==> config.mk <==
export PLATFORM = sky130hd
export DESIGN_NAME = sid_front
export DESIGN_NICKNAME = d
export VERILOG_FILES = /design/src/rtl/sid_pkg.sv /design/src/rtl/sid_front.sv
export SDC_FILE = /design/constraint.sdc
export NUM_CORES = 1
export LEC_CHECK = 0
export CAP_MARGIN = 40
export CORE_MARGIN = 1
export CORE_UTILIZATION = 45
export DETAILED_ROUTE_END_ITERATION = 8
export DONT_BUFFER_PORTS = 1
export GPL_ROUTABILITY_DRIVEN = 0
export GPL_TIMING_DRIVEN = 0
export SETUP_SLACK_MARGIN = 0.5
export SYNTH_ARGS = -nofsm -noshare
export SYNTH_HDL_FRONTEND = slang
export SYNTH_SLANG_ARGS = --single-unit
==> constraint.sdc <==
create_clock -name clk -period 18.1 [get_ports clk]
set_input_delay 3.62 -clock clk [delete_from_list [all_inputs] [get_ports clk]]
set_output_delay 3.62 -clock clk [all_outputs]
set_load 0.05 [all_outputs]
==> src/rtl/sid_pkg.sv <==
// sid_pkg: shared types, constants and helpers of the string interner.
// Used by sid_front, sid_queue, sid_back and string_interner_dedup.
package sid_pkg;

	localparam logic [31:0] HASH_INIT  = 32'h811c9dc5;
	localparam logic [31:0] HASH_PRIME = 32'h01000193;
	localparam int          LEN_W      = 11;
	localparam int          CNT_W      = 12;
	localparam int          ID_W       = 16;
	localparam int          LOAD_NUM   = 10;
	localparam int          LOAD_DEN   = 7;

	typedef enum logic [1:0] {
		ST_OK      = 2'd0,
		ST_LOADLIM = 2'd1,
		ST_FULL    = 2'd2,
		ST_TOOLONG = 2'd3
	} status_t;

	typedef enum logic [1:0] {
		JOB_EMPTY,
		JOB_LONG,
		JOB_LOOKUP
	} job_kind_t;

	typedef struct packed {
		job_kind_t          kind;
		logic [31:0]        hash;
		logic [LEN_W-1:0]   len;
	} job_t;

	typedef struct packed {
		logic               en;
		logic [LEN_W-1:0]   addr;
		logic [7:0]         data;
	} stage_wr_t;

	typedef struct packed {
		logic clearing;
		logic lookup_done;
	} back_stat_t;

	typedef enum logic [3:0] {
		BK_CLEAR,
		BK_IDLE,
		BK_SLOT_RD,
		BK_SLOT_CHK,
		BK_CMP,
		BK_NEXT,
		BK_MISS,
		BK_WR,
		BK_INS,
		BK_RESP
	} back_state_t;

	// byte k of a stored block [len:4][bytes][zero]
	function automatic logic [7:0] block_byte(input logic [CNT_W-1:0] k,
			input logic [LEN_W-1:0] len, input logic [7:0] stg);
		logic [7:0] b;
		if (k < CNT_W'(4)) begin
			unique case (k[1:0])
				2'd0: b = len[7:0];
				2'd1: b = {5'b0, len[10:8]};
				default: b = 8'h00;
			endcase
		end else if (k == CNT_W'(len) + CNT_W'(4)) begin
			b = 8'h00;
		end else begin
			b = stg;
		end
		return b;
	endfunction

endpackage

==> src/rtl/sid_front.sv <==
// sid_front: accepts bytes, keeps the FNV-1a hash and staging length,
// and pushes one job per string end. Depends on sid_pkg.
module sid_front #(
	parameter int MAX_STRING_LEN = 64
) (
	input  logic                clk,
	input  logic                arst_n,
	input  logic                req_valid,
	output logic                req_stall,
	input  logic [7:0]          byte_value,
	input  logic                last_byte,
	input  logic                empty_string,
	input  logic                q_full,
	output logic                q_push,
	output sid_pkg::job_t       q_job,
	output sid_pkg::stage_wr_t  stage_wr,
	input  sid_pkg::back_stat_t bstat
);
	localparam int LW = $clog2(MAX_STRING_LEN + 1);

	logic [31:0]   hash_q;
	logic [31:0]   hash_nx;
	logic [LW-1:0] len_q;
	logic [LW-1:0] len_nx;
	logic          long_q;
	logic          long_nx;
	logic          pend_q;
	logic          acc;

	assign req_stall = bstat.clearing || q_full || pend_q;
	assign acc       = req_valid && !req_stall;

	always_comb begin
		hash_nx = (hash_q ^ 32'(byte_value)) * sid_pkg::HASH_PRIME;
		len_nx  = len_q;
		long_nx = long_q;
		stage_wr.en   = 1'b0;
		stage_wr.addr = sid_pkg::LEN_W'(len_q);
		stage_wr.data = byte_value;
		if (len_q < LW'(MAX_STRING_LEN)) begin
			len_nx = len_q + LW'(1);
			stage_wr.en = acc && !empty_string;
		end else begin
			long_nx = 1'b1;
		end
		q_push   = acc && (empty_string || last_byte);
		q_job.hash = hash_nx;
		q_job.len  = sid_pkg::LEN_W'(len_nx);
		if (empty_string) begin
			q_job.kind = sid_pkg::JOB_EMPTY;
		end else if (long_nx) begin
			q_job.kind = sid_pkg::JOB_LONG;
		end else begin
			q_job.kind = sid_pkg::JOB_LOOKUP;
		end
	end

	always_ff @(posedge clk or negedge arst_n) begin
		if (!arst_n) begin
			hash_q <= sid_pkg::HASH_INIT;
			len_q  <= '0;
			long_q <= 1'b0;
			pend_q <= 1'b0;
		end else begin
			if (bstat.lookup_done) begin
				pend_q <= 1'b0;
			end
			if (acc) begin
				if (empty_string || last_byte) begin
					hash_q <= sid_pkg::HASH_INIT;
					len_q  <= '0;
					long_q <= 1'b0;
					if (q_job.kind == sid_pkg::JOB_LOOKUP) begin
						pend_q <= 1'b1;
					end
				end else begin
					hash_q <= hash_nx;
					len_q  <= len_nx;
					long_q <= long_nx;
				end
			end
		end
	end
endmodule

[Word-level counts from Yosys, hierarchy flattened]
Cells that the tools add are included.
Storage, ports and cells
  flip-flop bits (word level): 41
  bits in latches: 0
  bits in writable memories: 0
  ROM bits: 0
  input port bits: 16
  output and inout port bits: 67
  word-level logic and storage cells: 29
  memories: 0
Cells by class
  add/subtract/negate cells: 1
  multipliers: 1
  div/mod/pow operators: 0
  magnitude comparators: 1
  eq/ne operators: 1
  shifts and indexed selects: 0
  muxes and demuxes: 12
  bitwise logic cells: 1
  reduce and logical (&&, ||, !) cells: 8
Operators with widths (count)
  multiplier 32 x 25 -> 32 bit, second input constant: 1
  two-way mux 32 bit: 1
  bitwise XOR 32 x 8 -> 32 bit: 1
  two-way mux 7 bit: 2
  adder 7 x 1 -> 7 bit, second input constant: 1
  less-than comparator 7 bit, second input constant: 1
  two-way mux 1 bit: 7
  two-way mux 2 bit: 2
  logical AND 1 bit: 3
  logical OR 1 bit: 3
  == test 2 bit, second input constant: 1
  zero test 1 bit: 2

[Logic depth before layout (Yosys ltp)]
  depth in word-level cells: 8
  mapped depth: 21
  gate-level depth less buffers: 21

[Worst setup path after synthesis]
Ideal clock, no wire load.
  path kind: input port to output port
  start point: input port byte_value[0]
  end point: output port q_job[40] in the netlist's numbering
  arrival: 9.348 ns
  required time: 14.480 ns
  setup slack: 5.132 ns
  cell stages on the path: 18
  buffers on the path: 0
  path through: xor2_1 ha_1 ha_1 ha_1 ha_1 fa_1 ha_1 inv_1 fa_1 inv_1 ha_1 o211ai_2 nor3_2 a221oi_2 nor4_2 nor3_1 nor2_1 xor2_1
RTL lines
  from (decl): line sid_front.sv:10  | input logic [7:0] byte_value,
  to (decl): line sid_front.sv:15  | output sid_pkg::job_t q_job,

==> impl_metrics.yaml <==
clock_tree:
  cts_setup_buffers: 0
  clock_sinks: 41
  insertion_delay_ns: 0.30
  htreeDepth: 2
  cts-root-buf: "clkbuf_16"
  cts_tree: "yes"
  cts_resized: 0
  cts.path.max_buffers: 2
  cts_buffers: 5
  holdBufCountCts: 0
  clk_pin_slew_ns: 0.07
floorplanning:
  top_level_ports: 83
  die_x_um: 133
  core-area_sq_um: 16600
  start_util: 0.462
  core.rowCount: 47
  die-area_sq_um: 17600
  die_h_um: 133
yosys:
  synth_cell_type_count: 62
  async_reset_ff_frac: 1.00
  synth-seq-area-share: 0.136
  syn_inst: 779
  synthFlopType: "dfrtp_1"
  syn_area_sq_um: 7690
  yosys_register_bits: 41
  yosysWarnings: 0
  synth-edff-count: 0
  avgSynthCellArea_sq_um: 9.87
final_layout:
  area_delta_synth_final_pct: 9.53
  mostFrequentLayoutCells: "186 x ha_1, 177 x inv_1, 74 x fa_1"
  diodes: 0
  layout.nets: 1105
  nFillCells: 1567
  multiInputGateArea_sq_um: 5850
  final_common_cell: "ha_1"
  drive_gt1_frac: 0.127
  regArea_sq_um: 1040
critical_path:
  critPathBufInv: 4
  cp_slowest_cell: "a221oi_2"
  slowest_delay_ns: 0.54
  path_common_cell: "ha_1"
  crit_arrival_ns: 9.20
  crit_family: "adder cells"
  critPathRequiredTime_ns: 14.48
  cp-end-kind: "output port"
  worstPathMaxFanout: 4
  path_cells: "xnor2_1, inv_1, ha_1, ha_1, fa_1, ha_1, fa_1, ha_1, inv_1, fa_1, inv_1, ha_1, a21oi_2, o21ai_2, a221oi_2, nor4_2, nor3_1, nor2_1, xor2_1, buf_4"
  start_kind: "primary input"
  worst-setup-path-type: "in -> out"
global_routing:
  grt_max_degree: 42
  grt.total_usage: 0.214
  grt_pass1_wl_um: 29200
  antenna_found_initial: 0
  grt_overflow_total: 0
  grt_pass1_vias: 5725
sta:
  drv_slew: 0
  max_freq_mhz: 78.0
  slew-limit-headroom: 0.536
  rsz0062_at_grt: "no"
  finalHoldViolations: 0
  tns_ns: 0
  clock_skew_ns: 0.00789
  fin_crit_ns: 12.82
  tightest_slew_ns: 0.693
  finalCritPeriodShare: 0.708
  setup_viol: 0
drt:
  post-route-drc-count: 0
  routedWlPerCell_um: 17.1
  top_layer: "met4"
  wl_um: 17900
  vias_per_cell: 5.22
  wl_met2_um: 8650
  postRouteAntennaNets: 0
  drt_iter0_markers: 201
  firstDrtPassIters: 4
  num_vias: 5479
  met1Wirelength_um: 8160
  wl_met3_um: 667
outcome:
  status: "finished clean"
placed_design:
  dp_hpwl_um: 15600
  port-buffer-count: 0
hold_path:
  hp-class: "reg -> reg"
flow_run:
  drv_cap: 0
cell usage after synthesis (all sizes together) (2+ instances only):
cell	instances	area [sq um]
a21o	10	75.1
a2111o	2	22.5
o21ai	13	68.8
a221oi	2	30.0
a22o	21	184
xor2	23	201
nand3	11	55.1
ha	186	2330
and3	5	36.3
and2	7	43.8
a211oi	6	77.6
a21oi	28	155
xnor2	33	289
fa	74	1480
inv	177	664
nor2b	2	12.5
or2	2	12.5
o21a	3	22.5
nor2	17	63.8
buf	19	144
nand2	19	73.8
o31ai	2	15.0
o21bai	5	37.5
o22a	13	114
clkbuf	9	33.8
o211ai	8	70.1
dfstp	14	368
or3	3	18.8
dfrtp	27	676
nor4	4	31.3
a21boi	2	15.0
nor3	15	101
through the flow:
step,setup slack (ns),cell area (sq um),hold WS (ns),util,cells
2_1_floorplan,5.13,7720,0.474,-,786
3_3_place_gp,4.05,7990,0.490,0.480,1006
3_5_place_dp,5.33,8280,0.510,0.498,1042
4_1_cts,5.30,8430,0.526,0.506,1050
5_1_grt,5.05,8430,0.555,0.506,1050
6_report,5.28,8430,0.531,0.506,1050
final timing paths:
check / from / endpoint / slack (ns) / depth (start not counted)
worst max-delay path: byte_value[2] / q_job[40] / 5.28 / 20
worst min-delay path: pend_q / pend_q / 0.53 / 1
worst max register to register: hash_q[2] / hash_q[17] / 12.03 / 18
worst min register to register: pend_q / pend_q / 0.53 / 1
max in group asynchronous: arst_n / hash_q[6] / 14.89 / 0
min in group asynchronous: arst_n / hash_q[29] / 3.01 / 0
state kept, by name (all words and copies together) (netlist names):
name	flops
hash_q	32
len_q	7
long_q	1
pend_q	1
final cells by class:
class / count / area share
Inverter: 177 / 0.0789
Buffer: 28 / 0.0211
Sequential cell: 41 / 0.124
Clock inverter: 2 / 0.00178
Timing Repair Buffer: 36 / 0.0327
Multi-Input combinational cell: 540 / 0.694
Tap cell: 220 / 0.0327
Clock buffer: 6 / 0.0153
worst register-to-register path: cells and delay by family, from the launching register on:
family,cells,cell delay [ns]
fa+ha+maj,8,3.00
xor+xnor,1,0.17
flops,1,0.54
compound gates,6,2.05
buf+inv,3,0.27
logic make-up (layout without fill, tap and decap cells):
group	count (synthesis)	after routing	synth area share
flip-flops	41	41	0.136
AO/OA/AOI/OAI	125	125	0.128
buffers and inverters	205	249	0.109
AND/OR/NAND/NOR	88	88	0.0618
multiplexers	2	2	0.00277
other	1	8	0.000487
adder cells (fa/ha/maj)	260	260	0.495
XOR/XNOR	57	57	0.0667
metal layers:
metal	track usage	vias to the layer above
met5	0	-
met1	0.278	2657
met3	0.0272	30
met4	0.0658	0
li1	-	2686
met2	0.370	106
Power is left out: the tool's default activity adds up to more than one toggle a clock period on the data nets, which glitch-free logic cannot reach.
