$ cat src/rtl/sid_pkg.sv
// sid_pkg: shared types, constants and helpers of the string interner.
// Used by sid_front, sid_queue, sid_back and string_interner_dedup.
package sid_pkg;

	localparam logic [31:0] HASH_INIT  = 32'h811c9dc5;
	localparam logic [31:0] HASH_PRIME = 32'h01000193;
	localparam int          LEN_W      = 11;
	localparam int          CNT_W      = 12;
	localparam int          ID_W       = 16;
	localparam int          LOAD_NUM   = 10;
	localparam int          LOAD_DEN   = 7;

	typedef enum logic [1:0] {
		ST_OK      = 2'd0,
		ST_LOADLIM = 2'd1,
		ST_FULL    = 2'd2,
		ST_TOOLONG = 2'd3
	} status_t;

	typedef enum logic [1:0] {
		JOB_EMPTY,
		JOB_LONG,
		JOB_LOOKUP
	} job_kind_t;

	typedef struct packed {
		job_kind_t          kind;
		logic [31:0]        hash;
		logic [LEN_W-1:0]   len;
	} job_t;

	typedef struct packed {
		logic               en;
		logic [LEN_W-1:0]   addr;
		logic [7:0]         data;
	} stage_wr_t;

	typedef struct packed {
		logic clearing;
		logic lookup_done;
	} back_stat_t;

	typedef enum logic [3:0] {
		BK_CLEAR,
		BK_IDLE,
		BK_SLOT_RD,
		BK_SLOT_CHK,
		BK_CMP,
		BK_NEXT,
		BK_MISS,
		BK_WR,
		BK_INS,
		BK_RESP
	} back_state_t;

	// byte k of a stored block [len:4][bytes][zero]
	function automatic logic [7:0] block_byte(input logic [CNT_W-1:0] k,
			input logic [LEN_W-1:0] len, input logic [7:0] stg);
		logic [7:0] b;
		if (k < CNT_W'(4)) begin
			unique case (k[1:0])
				2'd0: b = len[7:0];
				2'd1: b = {5'b0, len[10:8]};
				default: b = 8'h00;
			endcase
		end else if (k == CNT_W'(len) + CNT_W'(4)) begin
			b = 8'h00;
		end else begin
			b = stg;
		end
		return b;
	endfunction

endpackage

$ cat src/rtl/sid_queue.sv
// sid_queue: two-entry job queue between front and back.
// Depends on sid_pkg.
module sid_queue (
	input  logic          clk,
	input  logic          arst_n,
	input  logic          push,
	input  sid_pkg::job_t din,
	output logic          full,
	input  logic          pop,
	output sid_pkg::job_t dout,
	output logic          empty
);
	sid_pkg::job_t ent_q [2];
	logic          wp_q;
	logic          rp_q;
	logic [1:0]    cnt_q;

	assign full  = (cnt_q == 2'd2);
	assign empty = (cnt_q == 2'd0);
	assign dout  = ent_q[rp_q];

	always_ff @(posedge clk) begin
		if (push) begin
			ent_q[wp_q] <= din;
		end
	end

	always_ff @(posedge clk or negedge arst_n) begin
		if (!arst_n) begin
			wp_q  <= 1'b0;
			rp_q  <= 1'b0;
			cnt_q <= '0;
		end else begin
			if (push) begin
				wp_q <= !wp_q;
			end
			if (pop) begin
				rp_q <= !rp_q;
			end
			if (push && !pop) begin
				cnt_q <= cnt_q + 2'd1;
			end else if (pop && !push) begin
				cnt_q <= cnt_q - 2'd1;
			end
		end
	end
endmodule

$ cat config.mk
export PLATFORM = sky130hd
export DESIGN_NAME = sid_queue
export DESIGN_NICKNAME = d
export VERILOG_FILES = /design/src/rtl/sid_pkg.sv /design/src/rtl/sid_queue.sv
export SDC_FILE = /design/constraint.sdc
export NUM_CORES = 1
export LEC_CHECK = 0
export CAP_MARGIN = 15
export CORE_ASPECT_RATIO = 2
export CORE_MARGIN = 2
export CORE_UTILIZATION = 54
export DETAILED_ROUTE_END_ITERATION = 7
export DONT_BUFFER_PORTS = 1
export GPL_TIMING_DRIVEN = 0
export HOLD_SLACK_MARGIN = 0.02
export PLACE_DENSITY = 0.69
export SYNTH_ARGS = -nofsm -noshare
export SYNTH_HDL_FRONTEND = slang
export SYNTH_SLANG_ARGS = --single-unit
$ cat constraint.sdc
create_clock -name clk -period 5 [get_ports clk]
set_input_delay 1.25 -clock clk [delete_from_list [all_inputs] [get_ports clk]]
set_output_delay 1.25 -clock clk [all_outputs]
set_load 0.01 [all_outputs]
# Yosys cells after proc, flatten, opt, wreduce, memory -nomap -nowiden
# Memory sizes are Yosys's and may differ from the RTL's.
# Cells that the tools add are included.
[totals]
regBits = 4
ram_bits = 90
input_bits = 49
output_inout_bits = 47
wordCells = 19
memories = 1
[mem_list]
columns = ["memory", "depth", "word_bits", "read_ports", "rd_clocked_by_memory_dff", "wr", "line_no", "source"]
rows = [
  ["ent_q", 2, 45, 1, 0, 1, "sid_queue.sv:13", "sid_pkg::job_t ent_q [2];"],
]
[op_classes]
addsub = 2
eq_ne = 1
n_mux = 4
reduce_logical = 8
[ops]
columns = ["operator", "n"]
rows = [
  ["1-bit logical NOT", 4],
  ["2-bit 2-to-1 mux", 2],
  ["2-bit by 1-bit adder with 2-bit output (second input constant)", 1],
  ["2-bit == test (second input constant)", 1],
  ["1-bit logical AND", 2],
  ["2-bit logical NOT", 1],
  ["1-bit 2-to-1 mux", 2],
  ["2-bit nonzero test", 1],
  ["2-bit by 1-bit subtractor with 2-bit output (second input constant)", 1],
]

# Logic depth before layout (Yosys ltp)
# Gate-level depths: netlist (run 1).
[depth]
depth_word = 4
ltp_mapped = 5
ltp_nobuf = 5

# Worst setup path after synthesis (run 1)
# OpenSTA, ideal clock, no wires.
[synth_path]
path_type = "input -> register"
startpoint = "in push"
endpoint = "mem ent_q[0][0] (netlist bit) (enable)"
t_arrival_ps = 3253
setup_slack_ps = 1294
cell_stages = 1
path_cell_list = "nor2b_1"
[synth_via]
elab_chain_len = 2
[synth_lines]
columns = ["element", "line_no", "source"]
rows = [
  ["start: declaration", "sid_queue.sv:6", "input logic push,"],
  ["1-bit 2-to-1 mux", "sid_queue.sv:23", "if (push) begin"],
  ["1-bit 2-to-1 mux (implied by the code)", "sid_queue.sv:24", "ent_q[wp_q] <= din;"],
  ["end: declaration", "sid_queue.sv:13", ""],
]
# Every way passes these cells.

==> results.cfg, run 1 <==
[run_status]
status = completed

[timing]
timing.setup.tns_ns = 0
fin_crit_sh = 0.521
finalMaxSlewViolations = 0
fmax_mhz = 384
relSlewSlack = 0.663
hold_slack_ns = 0.524
tightestPinTransition_ns = 0.505
min_period_ns = 2.60
setup-violations-final = 0
fin_skew_ns = 0.00563
setup_slack_ns = 2.40
rsz0062_at_grt = no
hold_violations = 0

[synth]
syn_inst = 156
yosysSeqAreaShare = 0.771
synthTopCellsByCount = 90 x edfxtp_1, 39 x mux2_4, 6 x mux2_2
synthesis.area_sq_mm = 0.00363
yosys.area.top_type = edfxtp_1
synth_nets = 206
yosys_register_bits = 94
synth_most_common_cell = edfxtp_1
yosysWarnings = 0
async_flop_share = 0.0426
synth-main-ff-cell = edfxtp_1
ys_types = 13
ys_top_cells_by_area = edfxtp_1 74%, mux2_4 16%, dfrtp_1 2.8%
synth_edf_count = 90
synth_top_area_frac = 0.744
postSynthAreaPerCell_sq_um = 23.3

[drt]
ant_nets = 0
finalWirelength_mm = 5.31
routedWlPerCell_um = 20.3
drt_pass1_iterations = 4
vias = 1391
drc_errors = 0
viasPerCell = 5.31
drt-initial-drc-count = 45

[grt]
grt_pass1_vias = 1570
overflow = 0
grt_first_pass_wirelength_mm = 7.98
grt_max_degree = 31
antenna_found_initial = 0
grt_use_total = 0.157

[clock_network]
cts_sinks = 94
root_buffer = clkbuf_16
cts_hold_buffers = 0
path_clk_slew_ns = 0.06
clockBufferDepth = 2
cts_max_level = 3
cts_buffers = 9
postCtsSetupBuffers = 0
tritoncts = yes
cts_resized = 0
clk_latency_ns = 0.33

[worst_setup_path]
crit_type = reg -> out
critPathSlowestCell = dfrtp_1
crit_fanout = 10
critPathRequiredTime_ns = 3.75
cp.arrival_ns = 1.35
crit_path_end_kind = primary output
path_cells = buf_6 -> buf_12 -> mux2_4
slowest_delay_ns = 0.34
start_kind = flip-flop

[floorplanning]
initial_utilization = 0.553
die_x_um = 62
die_h_um = 120
fp.coreArea_sq_mm = 0.00657
dieArea_sq_mm = 0.00744
boundaryPins = 96
num_rows = 42

[place]
hpwl_mm = 3.80
post-place-ws_ns = 2.67
port_buffers = 0
place.gp.congestion = 0.644

[run]
maxCapViolations = 0

[cells_and_area]
diodes = 0
layout-drive-gt1-share = 0.397
area_delta_synth_final_pct = 13.0
final_nets = 219

[pwr]
powerDensity_mw_per_mm2 = 609
p_leak_nw = 1.50
ir_worst_vdd_mv = 0.379

[min_path]
worstHoldPathType = reg -> reg
==> cell families after synthesis <==
kind of cell,synth area share
xor gates and xnor gates,0.0121
adders and majority gates,0.00344
buffers and inverters,0.0262
DFF,0.771
muxes,0.180
and+or+nand+nor,0.00723
==> area by class of cell <==
type	instances	area (sq um)
Inverter	1	3.75
Fill cell	452	2460
Multi-Input combinational cell	56	744
Timing Repair Buffer	2	40.0
Sequential cell	94	2800
Clock buffer	9	225
Clock inverter	7	87.6
Buffer	5	91.3
Tap cell	88	110
==> per-layer routing <==
metal  vias to the layer above  part of all wire  wire, um  track usage
li1                        633                 -         -            -
met1                       684              0.32      1720        0.147
met2                        64              0.56      2990        0.260
met3                        10             0.092       489       0.0776
met4                         0             0.020       105       0.0851
met5                         -                 0         0            0
==> through the flow <==
step	cells	power (mW)	util	instance area [sq um]
2_1_floorplan	156	1.71	-	3630
6_report	262	2.50	0.625	4110
3_5_place_dp	246	1.84	0.577	3790
5_1_grt	262	2.61	0.625	4110
4_1_cts	262	2.54	0.625	4110
3_3_place_gp	244	1.80	0.570	3740
==> cells in the final DEF, fill, tap and decap left out <==
cell type | synthesis | final
xnor2_1 | 1 | 1
buf_12 | 4 | 6
buf_6 | 1 | 1
ha_1 | 1 | 1
xor2_1 | 4 | 4
and2_2 | 0 | 1
mux2_4 | 39 | 39
clkinv_1 | 0 | 1
nor2_1 | 2 | 2
dfrtp_1 | 4 | 4
nor2b_1 | 2 | 1
clkbuf_16 | 0 | 9
clkinv_2 | 0 | 3
edfxtp_1 | 90 | 90
nor2b_4 | 0 | 1
bufinv_16 | 0 | 2
mux2_2 | 6 | 6
inv_1 | 1 | 1
inv_6 | 0 | 1
==> power breakdown <==
group	total (mW)	internal, mW	switching, mW	leakage [nW]
logic	0.713	0.358	0.355	0.455
registers	1.10	1.05	0.0508	0.891
clock network	0.690	0.434	0.256	0.157
total	2.50	1.84	0.662	1.50
==> sequential cells by signal, indices dropped and copies added, names as in the netlist <==
signal,cells
ent_q,90
cnt_q,2
rp_q,1
wp_q,1
==> path summary, 6_finish.rpt <==
check | start | endpoint | slack (ns) | depth (start not counted)
setup reg to reg | wp_q$_DFFE_PN0P_ | ent_q[0][5]$_DFFE_PP_ | 3.53 | 2
hold reg to reg | cnt_q[1]$_DFFE_PN0P_ | cnt_q[1]$_DFFE_PN0P_ | 0.52 | 1
min in group asynchronous | arst_n | cnt_q[0]$_DFFE_PN0P_ | 0.61 | 0
max in group asynchronous | arst_n | cnt_q[1]$_DFFE_PN0P_ | 4.32 | 0
setup / recovery | rp_q$_DFFE_PN0P_ | dout[1] | 2.40 | 3
hold / removal | cnt_q[1]$_DFFE_PN0P_ | cnt_q[1]$_DFFE_PN0P_ | 0.52 | 1
==> critical path, delay by kind of cell, from the launching register on <==
family,cells,cell delay [ns]
mux,1,0.33
buf+inv,2,0.34
flops,1,0.34
Note: power is estimated with default switching activity, not from simulation.
==> run 2: changes to the inputs <==
--- a/config.mk
+++ b/config.mk
@@ -13,7 +13,7 @@
 export DONT_BUFFER_PORTS = 1
 export GPL_TIMING_DRIVEN = 0
 export HOLD_SLACK_MARGIN = 0.02
-export PLACE_DENSITY = 0.69
+export PLACE_DENSITY = 0.72
 export SYNTH_ARGS = -nofsm -noshare
 export SYNTH_HDL_FRONTEND = slang
 export SYNTH_SLANG_ARGS = --single-unit
==> constraint.sdc (replaced) <==
create_clock -name clk -period 2.15 [get_ports clk]
set_input_delay 0.5375 -clock clk [delete_from_list [all_inputs] [get_ports clk]]
set_output_delay 0.5375 -clock clk [all_outputs]
set_load 0.01 [all_outputs]
==> run 2 against run 1 <==
  * Critical path depth unchanged
  * Utilization increased by 0.17 points
  * Register-to-register slack got worse by 3.0 ns
  * Critical endpoint is now dout[21]
  * Critical path type unchanged
  * Largest power group unchanged
==> results.cfg, run 2 (synthesis results as in run 1) <==
[timing]
hold_violations = 0
relSlewSlack = 0.482
rsz0062_at_grt = no
min_period_ns = 1.90
fin_crit_sh = 0.884
finalMaxSlewViolations = 0
fmax_mhz = 526
tightestPinTransition_ns = 0.775
setup-violations-final = 0
fin_skew_ns = 0.00453

[worst_setup_path]
crit_path_end_kind = primary output
cp.arrival_ns = 1.36
critPathRequiredTime_ns = 1.61
crit_type = reg -> out
crit_fanout = 10
start_kind = flip-flop

[grt]
grt_max_degree = 46
overflow = 0
antenna_found_initial = 0
grt_pass1_vias = 1593
grt_first_pass_wirelength_mm = 7.98
grt_use_total = 0.157

[drt]
vias = 1402
viasPerCell = 5.33
ant_nets = 0
finalWirelength_mm = 5.38
drt_pass1_iterations = 4
routedWlPerCell_um = 20.4
drc_errors = 0
drt-initial-drc-count = 71

[cells_and_area]
final_common_cell = edfxtp_1
layout-drive-gt1-share = 0.383
final_area_sq_mm = 0.00412
diodes = 0
area_delta_synth_final_pct = 13.3
largest_register_ffs = 90
largestRegisters = ent_q x90, cnt_q x2
regMostFlops = ent_q
final_nets = 220
finalNonFillerCells = 263
final_cell_mix = 90 x edfxtp_1, 39 x mux2_4, 9 x clkbuf_16

[floorplanning]
num_rows = 42
die_x_um = 62
boundaryPins = 96
die_h_um = 120
fp.coreArea_sq_mm = 0.00657
initial_utilization = 0.553
dieArea_sq_mm = 0.00744

[clock_network]
tritoncts = yes
cts_sinks = 94
path_clk_slew_ns = 0.06
postCtsSetupBuffers = 0
clk_latency_ns = 0.33
cts_max_level = 3
root_buffer = clkbuf_16
cts_buffers = 9
clockBufferDepth = 2

[place]
placed_area_sq_mm = 0.00377
port_buffers = 0
hpwl_mm = 3.66
dp.cells = 245
place.gp.congestion = 0.599

[pwr]
powerDensity_mw_per_mm2 = 1420
ir_worst_vdd_mv = 0.888
p_leak_nw = 1.50

[run]
maxCapViolations = 0

[run_status]
status = completed

[min_path]
worstHoldPathType = in -> reg
[run 2: cell types whose count changed in the layout (fill, tap and decap cells not counted), sizes merged]
| cell | change |
|---|---|
| clkbuf | +2 |
| clkinv | -1 |
| dlygate4sd3 | +1 |
| inv | -1 |
[run 2: layout make-up]
cell class                 instances  area [sq um]
sequential                        94          2800
fill                             465          2450
multi-input combinational         56           744
clock buffer                      11           233
tap                               88           110
buffer                             5          91.3
clock inverter                     5          73.8
timing repair buffer               3          57.6
inverter                           1          3.75
[run 2: repair_timing]
action | in CTS | in global routing
endpoints found under the hold margin | 4 | 0
hold buffers | 1 | 0
resized for setup | 0 | 0
[run 2: final timing paths]
check | endpoint | cells past startpoint | start | slack [ns]
min in group asynchronous | cnt_q[0]$_DFFE_PN0P_ | 1 | arst_n | 0.49
worst min register to register | cnt_q[0]$_DFFE_PN0P_ | 1 | cnt_q[0]$_DFFE_PN0P_ | 0.54
worst max-delay path | dout[21] | 3 | rp_q$_DFFE_PN0P_ | 0.25
worst max register to register | ent_q[0][17]$_DFFE_PP_ | 2 | wp_q$_DFFE_PN0P_ | 0.53
max in group asynchronous | cnt_q[1]$_DFFE_PN0P_ | 1 | arst_n | 1.48
worst min-delay path | rp_q$_DFFE_PN0P_ | 1 | pop | 0.29
[run 2: layer usage]
| layer | part of all wire | global-route usage | up-vias |
|---|---|---|---|
| li1 | - | - | 633 |
| met3 | 0.085 | 0.0722 | 8 |
| met2 | 0.59 | 0.279 | 59 |
| met1 | 0.30 | 0.133 | 702 |
| met5 | 0 | 0 | - |
| met4 | 0.018 | 0.0798 | 0 |
[run 2: power by group]
| group | internal, mW | switching (mW) | total (mW) |
|---|---|---|---|
| clock network | 1.01 | 0.594 | 1.60 |
| registers | 2.44 | 0.113 | 2.55 |
| logic | 0.841 | 0.831 | 1.67 |
[run 2: stage by stage]
stage | utilization | hold WS (ns) | total power [mW] | TNS [ns] | setup WS [ns]
4_1_cts | 0.622 | 0.275 | 5.88 | 0 | 0.223
5_1_grt | 0.627 | 0.267 | 6.08 | 0 | 0.174
3_5_place_dp | 0.574 | 0.242 | 4.27 | 0 | 0.160
2_1_floorplan | - | 0.242 | 3.98 | 0 | 0.123
6_report | 0.627 | 0.288 | 5.83 | 0 | 0.250
3_3_place_gp | 0.571 | 0.242 | 4.19 | -13.37 | -0.300
[run 2: worst max-delay path, stage by stage, from the launching register on]
cell	delay (ns)
dfrtp_1	0.34
buf_6	0.19
buf_12	0.17
mux2_4	0.33
